[src/rtl/core/hll_pkg.sv]
// ----------------------------------------------------------------------------
// hll_pkg
// Shared types, codes and constants of the HyperLogLog register update block.
// ----------------------------------------------------------------------------
package hll_pkg;

    localparam int INDEX_BITS_DEF = 10;

    // Register value width and fixed-point format of the harmonic sum
    localparam int REG_W     = 7;
    localparam int FRAC_BITS = 48;
    localparam int SUM_W     = 59;
    localparam logic [SUM_W-1:0] SUM_MAX = '1;

    // Stream payload layout
    localparam int KIND_W    = 3;
    localparam int ELEM_W    = 64;
    localparam int IDX_FLD_W = 10;
    localparam int S_DATA_W  = 88;   // 64 + 10 + 7 = 81, padded to bytes
    localparam int M_DATA_W  = 72;   // 7 + 59 = 66, padded to bytes

    typedef logic [KIND_W-1:0] kind_t;
    typedef logic [REG_W-1:0]  reg_val_t;
    typedef logic [ELEM_W-1:0] word_t;

    localparam kind_t KIND_ADD   = 3'd0;
    localparam kind_t KIND_MERGE = 3'd1;
    localparam kind_t KIND_READ  = 3'd2;
    localparam kind_t KIND_SUM   = 3'd3;
    localparam kind_t KIND_CLEAR = 3'd4;

    localparam logic RES_READ = 1'b0;
    localparam logic RES_SUM  = 1'b1;

    // Jenkins-style 64-bit mix: fixed seed and golden-ratio start value
    localparam word_t HASH_SEED   = 64'h9fba92b0fa0ce343;
    localparam word_t GOLDEN_INIT = 64'h9e3779b97f4a7c13;

    localparam int MIX_STEPS  = 12;
    localparam int MIX_STEP_W = 4;

    // Per-step shift: bit 6 set means left shift, bits 5:0 the amount
    typedef logic [6:0] mix_shift_t;
    localparam int MIX_LEFT = 6;
    localparam mix_shift_t MIX_SHIFT [MIX_STEPS] = '{
        7'd43, 7'd64 + 7'd9,  7'd8,
        7'd38, 7'd64 + 7'd23, 7'd5,
        7'd35, 7'd64 + 7'd49, 7'd11,
        7'd12, 7'd64 + 7'd18, 7'd22
    };

endpackage

[src/rtl/core/hll_hash.sv]
// ----------------------------------------------------------------------------
// hll_hash
// Iterative 64-bit mixer: one subtract/subtract/xor-shift step per cycle.
// ----------------------------------------------------------------------------
module hll_hash
    import hll_pkg::*;
(
    input  logic  clk,
    input  logic  rst_n,
    input  logic  start,
    input  word_t value,
    output logic  done,
    output word_t hash
);

    localparam logic [1:0] PH_A = 2'd0;
    localparam logic [1:0] PH_B = 2'd1;
    localparam logic [1:0] PH_C = 2'd2;
    localparam logic [MIX_STEP_W-1:0] LAST_STEP = MIX_STEP_W'(MIX_STEPS - 1);

    word_t a_reg, b_reg, c_reg;
    logic [MIX_STEP_W-1:0] step_reg;
    logic [1:0] phase_reg;
    logic busy_reg, done_reg;

    word_t x, y, z, shz, nx;
    mix_shift_t sh;

    // Target rotates a, b, c; new x = (x - y - z) ^ shift(z)
    always_comb
    begin
        unique case (phase_reg)
            PH_A:
            begin
                x = a_reg; y = b_reg; z = c_reg;
            end
            PH_B:
            begin
                x = b_reg; y = c_reg; z = a_reg;
            end
            PH_C:
            begin
                x = c_reg; y = a_reg; z = b_reg;
            end
            default:
            begin
                x = c_reg; y = a_reg; z = b_reg;
            end
        endcase
        sh  = MIX_SHIFT[step_reg];
        shz = sh[MIX_LEFT] ? (z << sh[5:0]) : (z >> sh[5:0]);
        nx  = (x - y - z) ^ shz;
    end

    always_ff @(posedge clk or negedge rst_n)
    begin
        if (!rst_n)
        begin
            busy_reg  <= 1'b0;
            done_reg  <= 1'b0;
            step_reg  <= '0;
            phase_reg <= PH_A;
        end
        else
        begin
            done_reg <= 1'b0;
            if (start)
            begin
                busy_reg  <= 1'b1;
                step_reg  <= '0;
                phase_reg <= PH_A;
            end
            else if (busy_reg)
            begin
                step_reg  <= step_reg + 1'b1;
                phase_reg <= (phase_reg == PH_C) ? PH_A : phase_reg + 1'b1;
                if (step_reg == LAST_STEP)
                begin
                    busy_reg <= 1'b0;
                    done_reg <= 1'b1;
                end
            end
        end
    end

    always_ff @(posedge clk)
    begin
        if (start)
        begin
            a_reg <= HASH_SEED + value;
            b_reg <= HASH_SEED;
            c_reg <= GOLDEN_INIT;
        end
        else if (busy_reg)
        begin
            unique case (phase_reg)
                PH_A:    a_reg <= nx;
                PH_B:    b_reg <= nx;
                default: c_reg <= nx;
            endcase
        end
    end

    assign done = done_reg;
    assign hash = c_reg;

endmodule

[config.mk]
export PLATFORM = sky130hd
export DESIGN_NAME = hll_hash
export DESIGN_NICKNAME = d
export VERILOG_FILES = /design/src/rtl/core/hll_pkg.sv /design/src/rtl/core/hll_hash.sv
export SDC_FILE = /design/constraint.sdc
export NUM_CORES = 2
export LEC_CHECK = 0
export ABC_AREA = 1
export CAP_MARGIN = 15
export CORE_MARGIN = 2
export CORE_UTILIZATION = 45
export CTS_CLUSTER_SIZE = 25
export DETAILED_ROUTE_END_ITERATION = 8
export DONT_BUFFER_PORTS = 1
export SLEW_MARGIN = 25
export SYNTH_ARGS = -nofsm -noshare
export SYNTH_HDL_FRONTEND = slang
export SYNTH_SLANG_ARGS = --single-unit
[constraint.sdc]
create_clock -name clk -period 4.3 [get_ports clk]
set_input_delay 0.215 -clock clk [delete_from_list [all_inputs] [get_ports clk]]
set_output_delay 0.215 -clock clk [all_outputs]
set_load 0.005 [all_outputs]
==> Flow_metrics.wiki <==
{| class="wikitable"
! Metric !! Value
|-
| Setup violators final || 1
|-
| Maximum fanout count along the critical path || 15
|-
| Yosys warnings || 0
|-
| Largest area contributor in the netlist || sky130_fd_sc_hd__nand2_1
|-
| Placement-stage worst setup slack || -0.166 ns
|-
| Unrepaired setup endpoints after global routing || yes
|-
| Ports || 132
|-
| Gate family responsible for the most delay along the worst path || simple AND/OR/NAND/NOR gates
|-
| PD cells || 1130 nW/um^2
|-
| Die outline height || 260 um
|-
| Async set-reset flop share out of synthesis || 4.00%
|-
| Class of the worst hold path || input pin to register
|-
| Crit Path Class || register to register
|-
| DRC || 0
|-
| Maximum capacitance violations || 0
|-
| Fraction of the yosys area taken by sequential cells || 15.9%
|-
| Die area || 67700 sq um
|-
| Clock latency at the later pin of the worst-skew pair || 0.53 ns
|-
| Cells after synthesis || 5352
|-
| Critical path buffers and inverters || 10
|-
| Worst VDD drop || 0.000551 V
|-
| Antenna violations before repair || 4
|-
| Global-route wire length before repair || 229 mm
|-
| Primary flip-flop cell chosen by synthesis mapping || sky130_fd_sc_hd__dfxtp_1
|-
| Filler Cell Count || 6948
|-
| Critical path origin || phase_reg[0]
|-
| Outcome || finished, violations left
|-
| Floorplan Core Area || 64700 sq um
|-
| Average footprint of a synthesized cell || 5.52 sq um
|-
| Area growth syn-to-layout || 24.0%
|-
| Proportion of netlist area held by the largest area contributor || 20.1%
|-
| Final routed wire length divided by cell count || 24.8 um
|-
| Layout Skew || 0.0277 ns
|-
| Number of global-route vias before repair || 36000
|-
| Clock transition time at the flip-flop clock pins of the worst setup and hold paths || 0.09 ns
|-
| Fraction of final layout cells with drive strength greater than 1 || 16.3%
|-
| Die extent in x || 260 um
|-
| Total standard cell area after synthesis || 29500 sq um
|-
| GRT Resource Usage Total || 46.0%
|-
| Via count || 39500
|-
| Final number of max-transition violations || 0
|-
| Post-detail-place hpwl || 129 mm
|-
| Start point of the worst min-delay path || start
|-
| Tmin final || 4.31 ns
|-
| Clock Sink Count || 200
|-
| Maximum single-stage delay on the critical path || 0.51 ns
|-
| GRT Residual Overflow || 0
|-
| TritonCTS Buffers || 17
|-
| WL final || 162 mm
|-
| Most common cell after layout, fill and taps aside || sky130_fd_sc_hd__nand2_1
|-
| Initial cell density of the core || 45.6%
|-
| First-pass iteration count of the detailed router || 9
|-
| Final GP Congestion || 1.12
|-
| Clock tree buffer depth || 2
|-
| Clk Tree Root Cell || sky130_fd_sc_hd__clkbuf_16
|-
| Failing checks || setup timing
|-
| Register bit count reported by yosys || 200
|-
| Net Count, Synth || 5552
|-
| Cell count after placement || 6452
|-
| Final critical-path setup slack || -0.0120 ns
|-
| Number of synthesized flops with an enable pin || 64
|-
| Post-Route Hold Slack || 0.000366 ns
|-
| Reg2reg start || phase_reg[0]
|-
| Headroom to the max-slew limit || 31.0%
|-
| Starting DRC count in detailed routing || 6064
|-
| Max stage delay cell, worst path || sky130_fd_sc_hd__fa_1
|-
| Fin nets || 5873
|-
| Distinct cell type count of the synthesized netlist || 57
|-
| Share of the cycle needed by the critical path after routing || 100%
|-
| Final sum of negative setup slack || -0.0120 ns
|-
| Peak clock frequency supported by timing || 232 MHz
|-
| Pin count of the biggest net entering global routing || 151
|-
| Critical Path Start Type || register
|-
| Critical Path Sink Type || register
|-
| Critical path data arrival time || 4.58 ns
|-
| Std cell rows || 93
|-
| # port buffers || 0
|-
| Level count of the clock H-tree || 4
|-
| Via/cell ratio || 6.03
|-
| Commonest cells after routing, fill and taps aside || 1507 x sky130_fd_sc_hd__nand2_1, 1098 x sky130_fd_sc_hd__nand3_1, 759 x sky130_fd_sc_hd__inv_1
|-
| Leakage power total || 18.3 nW
|-
| Synth area leaders || sky130_fd_sc_hd__nand2_1 20%, sky130_fd_sc_hd__nand3_1 19%, sky130_fd_sc_hd__inv_1 9.8%
|-
| Worst-margin pin slew || 1.02 ns
|-
| Count of final hold-check violations || 0
|-
| Post-route insts no fill || 6543
|-
| Required time at the worst-slack endpoint || 4.57 ns
|-
| TritonCTS clock tree || built
|-
| Detail Route Antenna Nets || 0
|}
==> per-layer routing <==
| layer | GRT usage (%) | vias up | routed length (um) |
|---|---|---|---|
| li1 | - | 18300 | - |
| met1 | 60.2 | 18300 | 63400 |
| met2 | 68.4 | 2482 | 67200 |
| met3 | 13.3 | 465 | 21500 |
| met4 | 23.6 | 4 | 10000 |
| met5 | 0 | - | 25 |
==> logic make-up after synthesis <==
| kind of cell | share of synthesized area (%) |
|---|---|
| compound gates | 14.6 |
| buf+inv | 14.2 |
| flops | 15.9 |
| fa+ha+maj | 7.24 |
| xor+xnor | 2.05 |
| simple gates | 46.0 |
==> Yosys cell counts, types with 6 or more instances <==
cell type,count
sky130_fd_sc_hd__a21o_1,7
sky130_fd_sc_hd__a21oi_1,376
sky130_fd_sc_hd__a22oi_1,16
sky130_fd_sc_hd__a31oi_1,11
sky130_fd_sc_hd__buf_1,49
sky130_fd_sc_hd__buf_2,65
sky130_fd_sc_hd__buf_4,12
sky130_fd_sc_hd__buf_6,17
sky130_fd_sc_hd__clkbuf_1,119
sky130_fd_sc_hd__dfrtp_1,8
sky130_fd_sc_hd__dfxtp_1,128
sky130_fd_sc_hd__edfxtp_1,64
sky130_fd_sc_hd__fa_1,63
sky130_fd_sc_hd__ha_1,70
sky130_fd_sc_hd__inv_1,774
sky130_fd_sc_hd__inv_2,13
sky130_fd_sc_hd__nand2_1,1579
sky130_fd_sc_hd__nand3_1,1118
sky130_fd_sc_hd__nand3b_1,25
sky130_fd_sc_hd__nand4_1,67
sky130_fd_sc_hd__nor2_1,274
sky130_fd_sc_hd__nor3_1,35
sky130_fd_sc_hd__nor4_1,9
sky130_fd_sc_hd__o211ai_1,10
sky130_fd_sc_hd__o21ai_0,153
sky130_fd_sc_hd__o21ai_1,41
sky130_fd_sc_hd__o21bai_1,13
sky130_fd_sc_hd__o221ai_1,47
sky130_fd_sc_hd__o22ai_1,69
sky130_fd_sc_hd__or2_2,6
sky130_fd_sc_hd__xnor2_1,25
sky130_fd_sc_hd__xor2_1,44
==> worst paths after layout <==
kind                           endpoint  slack, ns  cells after the start
hold reg to reg               b_reg[19]       0.47                      2
min in group asynchronous          done       0.17                      1
setup reg to reg              a_reg[50]      -0.01                     26
max in group asynchronous  phase_reg[1]       3.64                      1
hold / removal                a_reg[52]     0.0004                      2
setup / recovery              a_reg[50]      -0.01                     26
==> cell type report <==
class	count	area (sq um)	area share, %
clock buffer	18	429	1.17
timing repair buffer	564	4980	13.6
tap	855	1070	2.92
antenna	2	5.00	0.0137
multi-input combinational	4102	22300	60.8
inverter	788	2980	8.15
clock inverter	14	183	0.499
sequential	200	4690	12.8
==> timing repair <==
| item | 4_1_cts | 5_1_grt |
|---|---|---|
| buffers inserted | 6 | 21 |
| pin swaps | 5 | 60 |
| gates cloned | 2 | 6 |
| endpoints found under the hold margin | 162 | 0 |
| hold buffers | 24 | 0 |
| resized for setup | 44 | 388 |
| setup endpoints to repair | 53 | 140 |
==> power breakdown <==
group | switching (W) | internal (W) | leakage, nW | total (W)
sequential | 0.000478 | 0.00275 | 1.82 | 0.00323
combinational | 0.0223 | 0.0141 | 16.2 | 0.0364
clock | 0.000952 | 0.000785 | 0.292 | 0.00174
==> metrics by stage <==
step	cell area, sq um	util [%]	power [W]
floorplan	29500	-	0.0191
global placement	33600	52.0	0.0340
detailed placement	33600	52.0	0.0341
CTS	34800	53.7	0.0364
global route	36600	56.6	0.0436
finish	36600	56.6	0.0413
No activity file was read; power rests on OpenSTA's default activity.
